===== config.mk =====
export PLATFORM = sky130hd
export DESIGN_NAME = streaming_32bit_string_hash
export DESIGN_NICKNAME = d
export VERILOG_FILES = /design/src/hw/rtl/shfh_pkg.sv /design/src/hw/rtl/shfh_accum.sv /design/src/hw/rtl/shfh_finish.sv /design/src/hw/rtl/streaming_32bit_string_hash.sv
export SDC_FILE = /design/constraint.sdc
export NUM_CORES = 1
export LEC_CHECK = 0
export CAP_MARGIN = 0
export CORE_MARGIN = 8
export CORE_UTILIZATION = 30
export DETAILED_ROUTE_END_ITERATION = 6
export DONT_BUFFER_PORTS = 1
export HOLD_SLACK_MARGIN = 0.05
export PLACE_DENSITY = 0.42
export SETUP_SLACK_MARGIN = 0.5
export SLEW_MARGIN = 20
export SYNTH_ARGS = -nofsm -noshare
export SYNTH_HDL_FRONTEND = slang
export SYNTH_HIERARCHICAL = 1
export SYNTH_SLANG_ARGS = --single-unit

===== constraint.sdc =====
create_clock -name clk_i -period 8.4 [get_ports clk_i]
set_input_delay 0.84 -clock clk_i [delete_from_list [all_inputs] [get_ports clk_i]]
set_output_delay 0.84 -clock clk_i [all_outputs]
set_load 0.02 [all_outputs]

===== src/hw/rtl/shfh_pkg.sv =====
// ----------------------------------------------------------------------------
// shfh_pkg: shared types and mixing functions for the string hash
// Group mix, tail mix and the two halves of the final avalanche.
// ----------------------------------------------------------------------------
package shfh_pkg;

  localparam int unsigned HashW  = 32;
  localparam int unsigned ByteW  = 8;
  localparam int unsigned LenW   = 16;
  localparam int unsigned PendW  = 24;
  localparam int unsigned PosW   = 2;

  localparam logic [PosW-1:0] PosLast = 2'd3;
  localparam logic [PosW-1:0] RemOne  = 2'd1;
  localparam logic [PosW-1:0] RemTwo  = 2'd2;
  localparam logic [PosW-1:0] RemThr  = 2'd3;

  // Snapshot of a finished message, handed to the finishing pipeline
  typedef struct packed {
    logic [HashW-1:0] acc;
    logic [PosW-1:0]  rem;
    logic [PendW-1:0] pend;
    logic             empty;
  } fin_req_t;

  function automatic logic [HashW-1:0] mix_group(input logic [HashW-1:0] h_in,
                                                 input logic [15:0]      lo,
                                                 input logic [15:0]      hi);
    logic [HashW-1:0] h;
    logic [HashW-1:0] t;
    h = h_in + {16'b0, lo};
    t = ({16'b0, hi} << 11) ^ h;
    h = (h << 16) ^ t;
    h = h + (h >> 11);
    return h;
  endfunction

  function automatic logic [HashW-1:0] sext8(input logic [ByteW-1:0] b);
    return {{(HashW-ByteW){b[ByteW-1]}}, b};
  endfunction

  function automatic logic [HashW-1:0] tail_mix(input logic [HashW-1:0] h_in,
                                                input logic [PosW-1:0]  rem,
                                                input logic [PendW-1:0] pend);
    logic [HashW-1:0] h;
    h = h_in;
    case (rem)
      RemThr: begin
        h = h + {16'b0, pend[15:0]};
        h = h ^ (h << 16);
        h = h ^ (sext8(pend[23:16]) << 18);
        h = h + (h >> 11);
      end
      RemTwo: begin
        h = h + {16'b0, pend[15:0]};
        h = h ^ (h << 11);
        h = h + (h >> 17);
      end
      RemOne: begin
        h = h + sext8(pend[7:0]);
        h = h ^ (h << 10);
        h = h + (h >> 1);
      end
      default: h = h_in;
    endcase
    return h;
  endfunction

  function automatic logic [HashW-1:0] aval_lo(input logic [HashW-1:0] h_in);
    logic [HashW-1:0] h;
    h = h_in ^ (h_in << 3);
    h = h + (h >> 5);
    h = h ^ (h << 4);
    return h;
  endfunction

  function automatic logic [HashW-1:0] aval_hi(input logic [HashW-1:0] h_in);
    logic [HashW-1:0] h;
    h = h_in + (h_in >> 17);
    h = h ^ (h << 25);
    h = h + (h >> 6);
    return h;
  endfunction

endpackage


===== src/hw/rtl/shfh_accum.sv =====
// ----------------------------------------------------------------------------
// shfh_accum: input register and running accumulator
// Registers each byte item, folds complete groups of four into the hash and
// hands a snapshot to the finishing pipeline on the last byte.
// ----------------------------------------------------------------------------
module shfh_accum #(
  parameter int unsigned LENGTH_BITS = 16
) (
  input  logic                         clk_i,
  input  logic                         rst_ni,
  input  logic                         in_valid_i,
  output logic                         in_ready_o,
  input  logic [shfh_pkg::ByteW-1:0]   byte_i,
  input  logic                         first_i,
  input  logic                         last_i,
  input  logic [shfh_pkg::LenW-1:0]    len_i,
  output logic                         fin_valid_o,
  input  logic                         fin_ready_i,
  output shfh_pkg::fin_req_t           fin_req_o
);

  localparam int unsigned MaskBits = (LENGTH_BITS < shfh_pkg::LenW) ? LENGTH_BITS
                                                                    : shfh_pkg::LenW;
  localparam logic [shfh_pkg::LenW-1:0] LenMask =
    shfh_pkg::LenW'((33'd1 << MaskBits) - 33'd1);

  // input register
  logic                         in_vld_q;
  logic [shfh_pkg::ByteW-1:0]   byte_q;
  logic                         first_q;
  logic                         last_q;
  logic [shfh_pkg::LenW-1:0]    len_q;

  // message state
  logic [shfh_pkg::HashW-1:0]   acc_q, acc_d;
  logic [shfh_pkg::PendW-1:0]   pend_q, pend_d;
  logic [shfh_pkg::PosW-1:0]    pos_q, pos_d;
  logic                         empty_q, empty_d;

  logic [shfh_pkg::HashW-1:0]   acc_b, acc_n;
  logic [shfh_pkg::PendW-1:0]   pend_b, pend_n;
  logic [shfh_pkg::PosW-1:0]    pos_b, pos_n;
  logic                         empty_b;
  logic [shfh_pkg::LenW-1:0]    seed;
  logic                         adv;

  assign adv        = in_vld_q & (~last_q | fin_ready_i);
  assign in_ready_o = ~in_vld_q | ~last_q | fin_ready_i;

  always_ff @(posedge clk_i or negedge rst_ni) begin
    if (!rst_ni) begin
      in_vld_q <= 1'b0;
    end else if (in_ready_o) begin
      in_vld_q <= in_valid_i;
    end
  end

  always_ff @(posedge clk_i) begin
    if (in_ready_o && in_valid_i) begin
      byte_q  <= byte_i;
      first_q <= first_i;
      last_q  <= last_i;
      len_q   <= len_i;
    end
  end

  always_comb begin
    seed    = len_q & LenMask;
    acc_b   = first_q ? {16'b0, seed} : acc_q;
    pend_b  = first_q ? '0 : pend_q;
    pos_b   = first_q ? '0 : pos_q;
    empty_b = first_q ? (seed == '0) : empty_q;

    if (pos_b == shfh_pkg::PosLast) begin
      acc_n  = shfh_pkg::mix_group(acc_b, pend_b[15:0], {byte_q, pend_b[23:16]});
      pend_n = '0;
      pos_n  = '0;
    end else begin
      acc_n  = acc_b;
      pend_n = pend_b;
      case (pos_b)
        2'd0:    pend_n[7:0]   = byte_q;
        2'd1:    pend_n[15:8]  = byte_q;
        default: pend_n[23:16] = byte_q;
      endcase
      pos_n  = pos_b + 2'd1;
    end

    // a finished message leaves the state as after reset
    if (last_q) begin
      acc_d   = '0;
      pend_d  = '0;
      pos_d   = '0;
      empty_d = 1'b0;
    end else begin
      acc_d   = acc_n;
      pend_d  = pend_n;
      pos_d   = pos_n;
      empty_d = empty_b;
    end
  end

  always_ff @(posedge clk_i or negedge rst_ni) begin
    if (!rst_ni) begin
      acc_q   <= '0;
      pend_q  <= '0;
      pos_q   <= '0;
      empty_q <= 1'b0;
    end else if (adv) begin
      acc_q   <= acc_d;
      pend_q  <= pend_d;
      pos_q   <= pos_d;
      empty_q <= empty_d;
    end
  end

  assign fin_valid_o     = in_vld_q & last_q;
  assign fin_req_o.acc   = acc_n;
  assign fin_req_o.rem   = pos_n;
  assign fin_req_o.pend  = pend_n;
  assign fin_req_o.empty = empty_b;

endmodule


===== src/hw/rtl/shfh_finish.sv =====
// ----------------------------------------------------------------------------
// shfh_finish: tail mix and avalanche pipeline
// Three stages: snapshot register, tail mix with the first avalanche half,
// second half into the output register. Every stage moves on when the one
// after it has room.
// ----------------------------------------------------------------------------
module shfh_finish (
  input  logic                        clk_i,
  input  logic                        rst_ni,
  input  logic                        req_valid_i,
  output logic                        req_ready_o,
  input  shfh_pkg::fin_req_t          req_i,
  output logic                        out_valid_o,
  input  logic                        out_ready_i,
  output logic [shfh_pkg::HashW-1:0]  hash_o
);

  logic                        s1_vld_q, s2_vld_q, s3_vld_q;
  logic                        s1_rdy, s2_rdy, s3_rdy;
  shfh_pkg::fin_req_t          s1_q;
  logic [shfh_pkg::HashW-1:0]  s2_h_q, s3_h_q;
  logic                        s2_empty_q;

  assign s3_rdy      = ~s3_vld_q | out_ready_i;
  assign s2_rdy      = ~s2_vld_q | s3_rdy;
  assign s1_rdy      = ~s1_vld_q | s2_rdy;
  assign req_ready_o = s1_rdy;

  always_ff @(posedge clk_i or negedge rst_ni) begin
    if (!rst_ni) begin
      s1_vld_q <= 1'b0;
      s2_vld_q <= 1'b0;
      s3_vld_q <= 1'b0;
    end else begin
      if (s1_rdy) s1_vld_q <= req_valid_i;
      if (s2_rdy) s2_vld_q <= s1_vld_q;
      if (s3_rdy) s3_vld_q <= s2_vld_q;
    end
  end

  always_ff @(posedge clk_i) begin
    if (s1_rdy && req_valid_i) begin
      s1_q <= req_i;
    end
    if (s2_rdy && s1_vld_q) begin
      s2_h_q     <= shfh_pkg::aval_lo(shfh_pkg::tail_mix(s1_q.acc, s1_q.rem, s1_q.pend));
      s2_empty_q <= s1_q.empty;
    end
    if (s3_rdy && s2_vld_q) begin
      // zero-length message hashes to zero
      s3_h_q <= s2_empty_q ? '0 : shfh_pkg::aval_hi(s2_h_q);
    end
  end

  assign out_valid_o = s3_vld_q;
  assign hash_o      = s3_h_q;

endmodule


===== src/hw/rtl/streaming_32bit_string_hash.sv =====
// ----------------------------------------------------------------------------
// streaming_32bit_string_hash: 32-bit string hash over a byte stream
// Channel   Dir  Handshake              Payload
// s_axis    in   tvalid/tready          tdata: data_byte, message_length
//                                       tuser: first_byte, tlast: last_byte
// m_axis    out  tvalid/tready          tdata: hash_value
// One byte item is taken per cycle unless a last byte waits for the finishing
// stages; the group mix sits between input register and accumulator. The hash
// passes input register, snapshot stage, tail mix with first avalanche half
// and second half in the output register, then m_axis_tvalid rises.
// Reset clears all valid flags and the message state; no clearing pass.
// A stalled output fills the three finishing stages; the next last byte then
// waits in the input register and holds s_axis_tready low.
// ----------------------------------------------------------------------------
module streaming_32bit_string_hash #(
  parameter int unsigned LENGTH_BITS = 16
) (
  input  logic        clk_i,
  input  logic        rst_ni,
  input  logic        s_axis_tvalid,
  output logic        s_axis_tready,
  input  logic [23:0] s_axis_tdata,   // [7:0] data_byte, [23:8] message_length
  input  logic        s_axis_tuser,   // [0] first_byte
  input  logic        s_axis_tlast,
  output logic        m_axis_tvalid,
  input  logic        m_axis_tready,
  output logic [31:0] m_axis_tdata    // [31:0] hash_value
);

  logic               fin_valid;
  logic               fin_ready;
  shfh_pkg::fin_req_t fin_req;

  shfh_accum #(
    .LENGTH_BITS(LENGTH_BITS)
  ) u_accum (
    .clk_i       (clk_i),
    .rst_ni      (rst_ni),
    .in_valid_i  (s_axis_tvalid),
    .in_ready_o  (s_axis_tready),
    .byte_i      (s_axis_tdata[7:0]),
    .first_i     (s_axis_tuser),
    .last_i      (s_axis_tlast),
    .len_i       (s_axis_tdata[23:8]),
    .fin_valid_o (fin_valid),
    .fin_ready_i (fin_ready),
    .fin_req_o   (fin_req)
  );

  shfh_finish u_finish (
    .clk_i       (clk_i),
    .rst_ni      (rst_ni),
    .req_valid_i (fin_valid),
    .req_ready_o (fin_ready),
    .req_i       (fin_req),
    .out_valid_o (m_axis_tvalid),
    .out_ready_i (m_axis_tready),
    .hash_o      (m_axis_tdata)
  );

endmodule


Yosys cells after proc, flatten, opt, wreduce, memory -nomap -nowiden
Cells that the tools add are included.
Storage, ports and cells
  register bits after elaboration: 213
  output and inout bits: 34
  logic and storage cells: 80
Cells by class
  add/subtract/negate cells: 11
  equal/unequal tests: 5
  mux-type cells: 16
  bitwise logic cells: 22
  reductions and logical operators: 7
Operator list (count)
  $xor 32x32->32: 8
  $mux 32: 4
  $pmux 32 s3: 1
  $mux 24: 3
  $add 32x15->32: 2
  $add 32x16->32: 2
  $add 32x21->32: 2
  $add 32x26->32: 1
  $add 32x27->32: 1
  $add 32x31->32: 1
  $add 32x32->32: 1
  $xor 27x32->32: 1
  $mux 8: 3
  $logic_not 16->1: 1
  $eq 2x2->1 const B: 3
  $mux 2: 3
  $or 1x1->1: 6
  $not 1->1: 5
  $eq 2x1->1 const B: 2
  $logic_and 1x1->1: 4
  $add 2x1->2 const B: 1
  $and 1x1->1: 2
  $logic_not 2->1: 1
  $mux 1: 2
  $reduce_or 2->1: 1

Longest topological paths before layout
Gate-level depths: netlist of run 1.
  depth in word-level cells: 9
  gate-level depth with buffers: 39
  mapped depth without buffers: 39

Cells and area by module
The synthesis of run 1 kept the hierarchy.
By module, submodules not included
  shfh_finish: instances 1, cells an instance 1659, area an instance 15298.4 um^2, seq. area each 3798.6 um^2
  shfh_accum: instances 1, cells an instance 759, area an instance 7108.1 um^2, seq. area each 2282.2 um^2

Worst setup path before layout of run 1
No wires, ideal clock.
  path kind: reg2reg
  start: reg u_finish/s1_q[8] (netlist name)
  end: reg u_finish/s2_h_q[31] (netlist name) (data pin)
  arrival: 7911 ps
  path slack: 225 ps
  cell stages (with the launch flop): 33
  buffers on the path: 0
  clock period less this slack: 8175 ps
  cells stage by stage: edfxtp_1 -> ha_1 -> nand4_1 -> o22ai_2 -> o311ai_2 -> a2111oi_0 -> a211oi_2 -> xnor2_2 -> ha_1 -> fa_1 -> a21o_1 -> a221o_1 -> a21oi_1 -> o21bai_1 -> a41o_2 -> o41ai_1 -> nor2_1 -> nor3_1 -> a2bb2oi_1 -> xor2_1 -> ha_1 -> or2_2 -> a21boi_0 -> nand4_1 -> o21ai_0 -> o2111ai_1 -> a21boi_0 -> nor2_1 -> nor2_1 -> a211oi_1 -> o21ai_0 -> mux2i_1 -> xor2_1
Between the ends
  longest elaborated chain between the ends: 9
  elaborated cells between the ends (all ways): 14
  those cells by class: add/sub (6); mux (2); bitwise (6)
Ends and longest elaborated chain
  from (decl): RTL line shfh_finish.sv:20  | shfh_pkg::fin_req_t s1_q;
  from (signal assigned): RTL line shfh_finish.sv:43  | s1_q <= req_i;
  $add 32x16->32: RTL line shfh_pkg.sv:49, shfh_pkg.sv:55
  $xor 32x32->32: RTL line shfh_pkg.sv:50  | h = h ^ (h << 16);
  $xor 32x32->32: RTL line shfh_pkg.sv:51  | h = h ^ (sext8(pend[23:16]) << 18);
  $add 32x21->32: RTL line shfh_pkg.sv:52  | h = h + (h >> 11);
  $pmux 32 s3 (*): RTL line shfh_pkg.sv:47  | case (rem)
  $mux 32 (*): RTL line shfh_finish.sv:45  | if (s2_rdy && s1_vld_q) begin
  $xor 32x32->32 (*): RTL line shfh_pkg.sv:71  | h = h_in ^ (h_in << 3);
  $add 32x27->32 (*): RTL line shfh_pkg.sv:72  | h = h + (h >> 5);
  $xor 32x32->32 (*): RTL line shfh_pkg.sv:73  | h = h ^ (h << 4);
  to (signal assigned): RTL line shfh_finish.sv:46  | s2_h_q <= shfh_pkg::aval_lo(shfh_pkg::tail_mix(s1_q.acc, s1_q.rem, s1_q.pend));
  to (decl): RTL line shfh_finish.sv:21  | logic [shfh_pkg::HashW-1:0] s2_h_q, s3_h_q;
Every way passes the cells marked *; elsewhere a longest branch is shown, timed or not. The select of a mux whose other input is x is not followed.
A chain may end at the register's enable or synchronous reset.

Worst setup path after layout of run 1
  start: reg u_finish/s1_q[27] (netlist name)
  end: reg u_finish/s2_h_q[30] (netlist name) (data pin)
Same word-level chain as after synthesis.

==> results.py, run 1 <==
metrics = {
    "run_status": {
        "outcome": "finished clean",
    },
    "clock_network": {
        "clock_latency_ns": 0.57,
        "clockBufferDepth": 3,
        "clkSinkCount": 213,
        "clkTransAtPathRegs_ns": 0.06,
        "cts_tree": "yes",
        "htreeDepth": 1,
        "cts_made_buffers": 27,
        "cts_root_buf": "clkbuf_16",
    },
    "global_route": {
        "grt_pass1_vias": 19568,
        "grt.total_usage": 0.1921,
        "grt_pass1_wl_um": 122800,
        "gr-total-overflow": 0,
        "antenna_found_initial": 1,
        "grt_max_degree": 64,
    },
    "synthesis": {
        "synthFlopType": "edfxtp_1",
        "yosys_warnings": 6,
        "synth_area_um2": 22410,
        "synth_enable_flop_cells": 150,
        "synthArstFlopShare": 0.2958,
        "synth.top_cells.by_count": "xnor2_1 (246), ha_1 (213), a21oi_1 (190)",
        "synth_area_leaders": "edfxtp_1 (20%), ha_1 (12%), xnor2_1 (9.6%)",
        "synth_top_area_frac": 0.2010,
        "synth-seq-cells": 213,
        "yosysUniqueCellTypes": 117,
        "syn_avg_cell_area_um2": 9.267,
        "synth_area_leader_cell": "edfxtp_1",
        "ys_seq_area_frac": 0.2714,
        "yosysMostFrequentCell": "xnor2_1",
        "syn_nets": 2670,
        "postSynthCellCount": 2418,
    },
    "layout": {
        "drive_gt1_frac": 0.2193,
        "fin_nets": 2917,
        "area_growth_pct": 23.26,
        "diodes": 0,
    },
    "timing": {
        "fin_crit_ns": 7.934,
        "finalSetupViolations": 0,
        "finalCritPeriodShare": 0.9445,
        "max_clock_freq_mhz": 126.0,
        "maxSlewViolCount": 0,
        "rsz0062_at_grt": "true",
        "worst_pin_slew_ns": 1.025,
        "hold_viol": 0,
        "clock_skew_ns": 0.01312,
        "relSlewSlack": 0.3093,
        "setup_slack_ns": 0.4659,
    },
    "drt": {
        "drt_iter0_markers": 1108,
        "ant_nets": 0,
        "drt_wl_total_um": 82280,
        "post_drt_wl_per_cell_um": 22.51,
        "dr.pass1.iters": 5,
        "viasPerCell": 5.306,
        "via_count": 19395,
        "drc_errors": 0,
    },
    "worst_setup_path": {
        "cp-start-kind": "flip-flop",
        "cp.arrival_ns": 8.37,
        "crit_path_frequent_cell": "buf_4",
        "required_ns": 8.83,
        "critical_path_class": "flip-flop to flip-flop",
        "max_stage_delay_ns": 0.54,
        "slowest_stage": "or4_1",
        "end_kind": "flip-flop",
        "worstPathMaxFanout": 4,
    },
    "floorplanning": {
        "die-width_um": 289.3,
        "ioPinCount": 64,
        "rows": 100,
        "core_um2": 74200,
        "die_h_um": 289.3,
        "die_area_um2": 83690,
        "start_util": 0.3020,
    },
    "placed_design": {
        "place_ws_ns": -0.08342,
        "place_congestion": 0.9201,
        "io_buffers": 0,
        "dp.final_hpwl_um": 67140,
    },
    "run": {
        "drv_cap": 0,
    },
    "min_path": {
        "hp-class": "input port to asynchronous set/reset pin",
    },
}
-- state kept, by name, summed over array words and instances (netlist names) --
register              count
u_accum/acc_q            32
u_accum/byte_q            8
u_accum/empty_q           1
u_accum/first_q           1
u_accum/in_vld_q          1
u_accum/last_q            1
u_accum/len_q            16
u_accum/pend_q           24
u_accum/pos_q             2
u_finish/hash_o          32
u_finish/out_valid_o      1
u_finish/s1_q            59
u_finish/s1_vld_q         1
u_finish/s2_empty_q       1
u_finish/s2_h_q          32
u_finish/s2_vld_q         1
-- worst max-delay path, delay by kind of cell, from the launching register on --
family | cells | cell delay (ns)
adders and majority gates | 4 | 1.28
and+or+nand+nor | 9 | 2.16
xor gates and xnor gates | 2 | 0.50
AOI/OAI and AO/OA | 14 | 2.50
muxes | 1 | 0.06
DFF | 1 | 0.45
buffers and inverters | 6 | 0.84
-- metal layers --
layer	track usage	wire length [um]	vias up
met5	0	0	-
met4	0.05998	2934	0
met3	0.02164	2792	119
met2	0.3615	42730	401
met1	0.2252	33820	9420
li1	-	-	9455
-- metrics by stage --
stage / hold WS (ns) / utilization / std cells / instance area (um^2) / TNS [ns]
after detailed placement: 0.4075 / 0.3365 / 3535 / 24970 / -0.1251
after global placement: 0.4039 / 0.3365 / 3535 / 24970 / -0.04966
after global routing: 0.1279 / 0.3722 / 3655 / 27620 / 0
final: 0.1165 / 0.3722 / 3655 / 27620 / 0
after CTS: 0.1135 / 0.3570 / 3614 / 26490 / 0
after floorplan: 0.4003 / - / 2418 / 22430 / 0
-- worst paths after layout --
| kind | endpoint | startpoint | slack [ns] | cells after the start |
|---|---|---|---|---|
| hold reg to reg | u_finish/s2_empty_q$_DFFE_PP_ | u_finish/s1_q[0]$_DFFE_PP_ | 0.42 | 0 |
| setup / recovery | u_finish/s2_h_q[30]$_DFFE_PP_ | u_finish/s1_q[27]$_DFFE_PP_ | 0.47 | 36 |
| max in group asynchronous | u_accum/acc_q[12]$_DFFE_PN0P_ | rst_ni | 7.90 | 1 |
| setup reg to reg | u_finish/s2_h_q[30]$_DFFE_PP_ | u_finish/s1_q[27]$_DFFE_PP_ | 0.47 | 36 |
| min in group clk_i | u_accum/len_q[13]$_DFFE_PP_ | s_axis_tdata[21] | 0.36 | 0 |
| hold / removal | u_accum/acc_q[28]$_DFFE_PN0P_ | rst_ni | 0.12 | 1 |
-- logic make-up (layout without fill, tap and decap cells) --
logic type,count (synthesis),count (layout),share of synthesized area
flip-flops,213,213,0.2714
AO/OA/AOI/OAI,665,665,0.2023
AND/OR/NAND/NOR,688,688,0.1560
adder cells (fa/ha/maj),222,222,0.1270
XOR/XNOR,414,414,0.1761
multiplexers,67,67,0.03993
buffers and inverters,149,417,0.02742
-- timing repair --
action,CTS,global route
setup endpoints to repair,14,14
pin swaps,36,100
endpoints found under the hold margin,63,0
resized for setup,67,143
hold buffers,1,0
buffers inserted,28,41
-- cells in the final DEF, fill, tap and decap left out, types with 16 or more instances in the layout --
cell type	Yosys	routed
nor3_1	51	46
nand3_1	58	57
o21a_1	27	27
edfxtp_1	150	150
nand4_1	32	32
o21ai_1	6	17
a22o_1	45	45
mux2i_1	32	30
xor2_1	144	136
a21oi_2	1	27
mux4_2	16	16
clkbuf_16	0	27
ha_1	213	189
o21ai_0	104	87
nor2_1	186	184
and2_1	18	16
inv_1	82	79
nor2b_1	54	52
nand2_1	147	145
nand2b_1	28	28
and3_1	22	21
o21bai_1	32	28
dfrtp_1	63	63
xnor2_1	246	218
ha_4	0	20
a21oi_1	190	160
a21o_1	87	87
mux2_2	19	19
o211ai_1	17	17
xnor2_2	5	28
buf_4	2	274
-- layout make-up --
type                       count  area (um^2)
tap                          969         1212
timing repair buffer         283         2183
clock inverter                12        166.4
sequential                   213         6081
fill                        7471        46580
inverter                      84        319.1
multi-input combinational   2056        16900
clock buffer                  38        757.0
Power of run 1 is left out: the tool's default activity adds up to more than one toggle a clock period on the data nets, which glitch-free logic cannot reach.
==> inputs of run 2 (changes only) <==
--- a/config.mk
+++ b/config.mk
@@ -5,6 +5,7 @@
 export SDC_FILE = /design/constraint.sdc
 export NUM_CORES = 1
 export LEC_CHECK = 0
+export ABC_AREA = 1
 export CAP_MARGIN = 0
 export CORE_MARGIN = 8
 export CORE_UTILIZATION = 30
==> run 2 against run 1 <==
- non-clock buffer count is 222 lower
- critical endpoint is now u_finish/s2_h_q[31]$_DFFE_PP_
- global-route usage is 1.6 points higher
- routed wire length is 22% higher
- maximum frequency is 6.4% higher
- count of clock-buffer cells in the layout is 10 lower
- critical path type unchanged
==> results.py, run 2 <==
metrics = {
    "floorplanning": {
        "die-width_um": 304.4,
        "start_util": 0.3033,
        "die_area_um2": 92640,
        "core_um2": 82240,
        "ioPinCount": 64,
        "rows": 105,
        "die_h_um": 304.4,
    },
    "timing": {
        "relSlewSlack": 0.1743,
        "fin_crit_ns": 7.458,
        "worst_pin_slew_ns": 1.233,
        "fin_setup_tns_ns": 0,
        "finalCritPeriodShare": 0.8878,
        "rsz0062_at_grt": "false",
        "max_clock_freq_mhz": 134.1,
        "hold_viol": 0,
        "finalSetupViolations": 0,
        "clock_skew_ns": 0.03663,
        "maxSlewViolCount": 0,
    },
    "layout": {
        "largest_register_ffs": 59,
        "area_growth_pct": 10.77,
        "layoutNonFillerInstCount": 4794,
        "fill_cells": 8953,
        "diodes": 0,
        "final_cell_mix": "nand2_1 (949), inv_1 (461), a21oi_1 (302), nand3_1 (256), nor2_1 (247)",
        "multiInputGateArea_um2": 17070,
        "final_common_cell": "nand2_1",
        "regMostFlops": "u_finish/s1_q",
        "register_area_um2": 6081,
        "fin_nets": 3957,
        "drive_gt1_frac": 0.09184,
    },
    "worst_setup_path": {
        "critPathTopFamily": "compound AO/OA/AOI/OAI gates",
        "r2r-start": "u_finish/s1_q[8]$_DFFE_PP_",
        "setup.worst_path.start": "u_finish/s1_q[8]$_DFFE_PP_",
        "worstPathMaxFanout": 22,
        "critical_path_class": "flip-flop to flip-flop",
        "critPathBufInv": 10,
        "crit_path_frequent_cell": "a21oi_1",
        "max_stage_delay_ns": 0.43,
        "end_kind": "flip-flop",
        "slowest_stage": "edfxtp_1",
        "cp-start-kind": "flip-flop",
        "cp.arrival_ns": 7.75,
        "required_ns": 8.69,
    },
    "synthesis": {
        "syn_nets": 3921,
        "synth_area_leader_cell": "edfxtp_1",
        "synth-seq-cells": 213,
        "postSynthCellCount": 3669,
        "synth_top_area_frac": 0.1806,
        "synth.top_cells.by_count": "nand2_1 (951), inv_1 (463), a21oi_1 (313)",
        "synthArstFlopShare": 0.2958,
        "yosysMostFrequentCell": "nand2_1",
        "syn_avg_cell_area_um2": 6.799,
        "synth_area_um2": 24950,
        "yosysUniqueCellTypes": 67,
        "synth_area_leaders": "edfxtp_1 (18%), nand2_1 (14%), ha_1 (11%)",
        "synth_enable_flop_cells": 150,
        "yosys_warnings": 6,
        "ys_seq_area_frac": 0.2438,
        "synthFlopType": "edfxtp_1",
    },
    "placed_design": {
        "place_congestion": 0.9673,
        "dp_cells": 4734,
        "io_buffers": 0,
        "dp.final_hpwl_um": 84030,
    },
    "global_route": {
        "grt.total_usage": 0.2080,
        "gr-total-overflow": 0,
        "grt_pass1_vias": 23469,
        "grt_pass1_wl_um": 150300,
        "grt_max_degree": 64,
        "antenna_found_initial": 2,
    },
    "clock_network": {
        "cts_made_buffers": 25,
        "cts_tree": "yes",
        "clkSinkCount": 213,
        "clkTransAtPathRegs_ns": 0.07,
        "clockBufferDepth": 3,
        "cts_root_buf": "clkbuf_16",
        "htreeDepth": 1,
        "clock_latency_ns": 0.56,
    },
    "drt": {
        "drt_wl_total_um": 100000,
        "drc_errors": 0,
        "drt_iter0_markers": 1871,
        "via_count": 24614,
        "dr.pass1.iters": 6,
        "post_drt_wl_per_cell_um": 20.86,
        "ant_nets": 0,
        "viasPerCell": 5.134,
    },
    "min_path": {
        "hp-class": "input port to asynchronous set/reset pin",
    },
    "pwr": {
        "leakagePower_nw": 12.97,
        "power.density_nw_per_um2": 497.6,
        "peakVddDrop_mv": 0.2994,
    },
    "run": {
        "drv_cap": 0,
    },
    "run_status": {
        "outcome": "finished clean",
    },
}
## run 2: cell types whose count changed in the layout (fill, tap and decap cells not counted), sizes merged, moves of 54 or more
cell	before	now
nor2	188	283
a21oi	192	317
buf	283	61
o21ai	112	261
nor2b	54	0
xnor2	252	74
inv	85	487
nand2	147	1021
nand3	58	287
a21o	89	13
## run 2: path summary, 6_finish.rpt
kind | slack (ns) | endpoint | cells after the start
worst max-delay path | 0.94 | u_finish/s2_h_q[31]$_DFFE_PP_ | 38
worst max register to register | 0.94 | u_finish/s2_h_q[31]$_DFFE_PP_ | 38
min in group clk_i | 0.37 | u_accum/last_q$_DFFE_PP_ | 0
worst min register to register | 0.43 | u_finish/s2_empty_q$_DFFE_PP_ | 0
worst min-delay path | 0.14 | u_accum/pend_q[5]$_DFFE_PN0P_ | 1
max in group asynchronous | 7.89 | u_finish/s2_vld_q$_DFFE_PN0P_ | 1
## run 2: stage by stage
| step | utilization | power, W | cell area, um^2 | hold slack (ns) | setup WS, ns |
|---|---|---|---|---|---|
| 5_1_grt | 0.3360 | 0.01529 | 27630 | 0.1525 | 0.4570 |
| 3_5_place_dp | 0.3213 | 0.01253 | 26420 | 0.4282 | 0.1682 |
| 4_1_cts | 0.3321 | 0.01373 | 27310 | 0.1531 | 0.5136 |
| 2_1_floorplan | - | 0.009750 | 24950 | 0.4003 | 1.795 |
| 3_3_place_gp | 0.3213 | 0.01261 | 26420 | 0.4165 | 0.1648 |
| 6_report | 0.3360 | 0.01375 | 27630 | 0.1403 | 0.9423 |
## run 2: per-layer routing
layer,routed length [um],global-route usage,up-vias
met5,0,0,-
met4,2930,0.05296,0
met3,5312,0.02135,128
met2,44820,0.3404,683
met1,46940,0.2907,11419
li1,-,-,12384
## run 2: area by class of cell
class                   instances  share of cell area
multi-input cells            2916              0.6179
flip-flops and latches        213              0.2201
inverters                     488             0.06656
well taps                    1070             0.04845
clock buffers                  28             0.02305
repair buffers                 61             0.01730
clock inverters                18            0.006656
## run 2: logic make-up (layout without fill, tap and decap cells)
family          after synthesis  after routing  synth area share
simple gates               1726           1726            0.3096
fa+ha+maj                   222            222            0.1141
buf+inv                     540            595           0.08311
compound gates              721            721            0.1604
flops                       213            213            0.2438
xor+xnor                    247            247           0.08908
## run 2: power by group
part | total (W) | switching (W) | internal (W)
Sequential | 0.00217 | 0.000284 | 0.00188
Combinational | 0.0105 | 0.00667 | 0.00381
Clock | 0.00111 | 0.000466 | 0.000643
Total | 0.0137 | 0.00741 | 0.00633
## run 2: what timing repair did
action	4_1_cts	5_1_grt
hold buffers	1	0
endpoints found under the hold margin	63	0
pin swaps	2	9
setup buffers	2	11
cloned	0	0
setup endpoints to repair	10	12
resized for setup	6	67
Power figures use the tool's default switching activity.
==> inputs of run 3 (changes only) <==
--- a/config.mk
+++ b/config.mk
@@ -12,7 +12,7 @@
 export DETAILED_ROUTE_END_ITERATION = 6
 export DONT_BUFFER_PORTS = 1
 export HOLD_SLACK_MARGIN = 0.05
-export PLACE_DENSITY = 0.42
+export PLACE_DENSITY = 0.54
 export SETUP_SLACK_MARGIN = 0.5
 export SLEW_MARGIN = 20
 export SYNTH_ARGS = -nofsm -noshare
==> run 3 against run 2 <==
- combinational power is essentially flat
- critical path type unchanged
- die area did not move
- first-iteration DRC count up 4.7%
- flip-flop and latch count stayed put
- setup slack better by 0.022 ns
- total power down 1.1%
- sequential power is essentially flat
==> results.py, run 3 (synthesized netlist as in run 2, its figures left out) <==
metrics = {
    "run_status": {
        "outcome": "finished clean",
    },
    "timing": {
        "max_clock_freq_mhz": 134.5,
        "rsz0062_at_grt": "false",
        "worst_pin_slew_ns": 0.9872,
        "fin_setup_tns_ns": 0,
        "clock_skew_ns": 0.01598,
        "fin_crit_ns": 7.436,
        "hold_viol": 0,
        "finalCritPeriodShare": 0.8852,
        "relSlewSlack": 0.3404,
        "finalSetupViolations": 0,
        "maxSlewViolCount": 0,
    },
    "floorplanning": {
        "die_area_um2": 92640,
        "start_util": 0.3033,
        "ioPinCount": 64,
        "die_h_um": 304.4,
        "core_um2": 82240,
        "rows": 105,
        "die-width_um": 304.4,
    },
    "layout": {
        "fin_nets": 3938,
        "final_common_cell": "nand2_1",
        "drive_gt1_frac": 0.08284,
        "final_cell_mix": "nand2_1 (948), inv_1 (462), a21oi_1 (304), nand3_1 (255), nor2_1 (246)",
        "regMostFlops": "u_finish/s1_q",
        "area_growth_pct": 9.921,
        "diodes": 0,
        "largest_register_ffs": 59,
        "finish.utilization": 0.3334,
    },
    "placed_design": {
        "place_congestion": 1.028,
        "io_buffers": 0,
        "dp.final_hpwl_um": 77670,
    },
    "clock_network": {
        "clock_latency_ns": 0.57,
        "cts_root_buf": "clkbuf_16",
        "clkTransAtPathRegs_ns": 0.06,
        "cts_tree": "yes",
        "clockBufferDepth": 3,
        "cts_made_buffers": 26,
        "clkSinkCount": 213,
        "htreeDepth": 1,
    },
    "min_path": {
        "hp-class": "input port to asynchronous set/reset pin",
    },
    "pwr": {
        "power.density_nw_per_um2": 496.1,
        "peakVddDrop_mv": 0.4388,
        "total_power_w": 0.01360,
        "leakagePower_nw": 12.88,
    },
    "worst_setup_path": {
        "worstPathMaxFanout": 6,
        "r2r-start": "u_finish/s1_q[41]$_DFFE_PP_",
        "cp-start-kind": "flip-flop",
        "critical_path_class": "flip-flop to flip-flop",
        "end_kind": "flip-flop",
        "slowest_stage": "edfxtp_1",
        "cp.arrival_ns": 7.76,
        "required_ns": 8.72,
        "max_stage_delay_ns": 0.53,
        "setup.worst_path.start": "u_finish/s1_q[41]$_DFFE_PP_",
    },
    "drt": {
        "ant_nets": 0,
        "dr.pass1.iters": 6,
        "via_count": 24581,
        "post_drt_wl_per_cell_um": 19.42,
        "viasPerCell": 5.147,
        "drt_iter0_markers": 1959,
        "drc_errors": 0,
        "drt_wl_total_um": 92760,
    },
    "global_route": {
        "gr-total-overflow": 0,
        "grt_pass1_wl_um": 140400,
        "antenna_found_initial": 2,
        "grt.total_usage": 0.1915,
        "grt_max_degree": 64,
        "grt_pass1_vias": 23290,
    },
    "run": {
        "drv_cap": 0,
    },
}
==> run 3: cell types whose count changed in the layout (fill, tap and decap cells not counted), sizes merged <==
| cell | delta |
|---|---|
| clkbuf | +4 |
| bufinv | -2 |
| clkinvlp | -2 |
| clkinv | +2 |
| buf | -20 |
==> run 3: routing by layer <==
layer	vias to the layer above	track usage	part of all wire	wire [um]
li1	12317	-	-	-
met1	11329	0.2557	0.44	41070
met2	769	0.3170	0.45	41940
met3	166	0.02302	0.064	5965
met4	0	0.06720	0.041	3784
met5	-	0	0	0
==> run 3: stage by stage <==
step	hold WS, ns	worst slack (ns)	cell area [um^2]	std cells
after floorplan	0.4003	1.795	24950	3669
after global placement	0.4678	-0.2818	26310	4718
after detailed placement	0.4694	-0.1977	26310	4718
after CTS	0.1240	0.5454	27230	4769
after global routing	0.1391	0.4287	27420	4776
final	0.1394	0.9641	27420	4776
==> run 3: final cells by class <==
cell class	count	area, um^2
tap	1070	1339
clock buffer	32	683.2
clock inverter	16	148.9
inverter	488	1839
sequential	213	6081
multi-input combinational	2916	17000
fill	9003	54820
timing repair buffer	41	327.8
==> run 3: where the power goes <==
part	switching, W	internal, W
Sequential	0.000284	0.00188
Combinational	0.00662	0.00373
Clock	0.000475	0.000618
==> run 3: final timing paths <==
kind	end	slack, ns	cells past startpoint
max in group asynchronous	u_accum/acc_q[8]$_DFFE_PN0P_	7.92	1
hold reg to reg	u_finish/s2_empty_q$_DFFE_PP_	0.49	0
min in group clk_i	u_accum/last_q$_DFFE_PP_	0.36	0
setup reg to reg	u_finish/s2_h_q[30]$_DFFE_PP_	0.96	33
setup / recovery	u_finish/s2_h_q[30]$_DFFE_PP_	0.96	33
hold / removal	u_accum/acc_q[29]$_DFFE_PN0P_	0.14	1
==> run 3: critical path: cells and delay by family (launching register included) <==
family / cells / cell delay, ns
flip-flops: 1 / 0.53
AO/OA/AOI/OAI: 15 / 2.78
XOR/XNOR: 4 / 1.09
AND/OR/NAND/NOR: 10 / 1.49
buffers and inverters: 1 / 0.06
adder cells (fa/ha/maj): 3 / 1.20
==> run 3: timing repair <==
item | CTS | global route
gates cloned | 0 | 0
setup endpoints to repair | 14 | 13
hold buffers | 1 | 0
pin swaps | 0 | 4
buffers inserted | 2 | 7
hold endpoints to repair | 63 | 0
gates resized for setup | 10 | 40
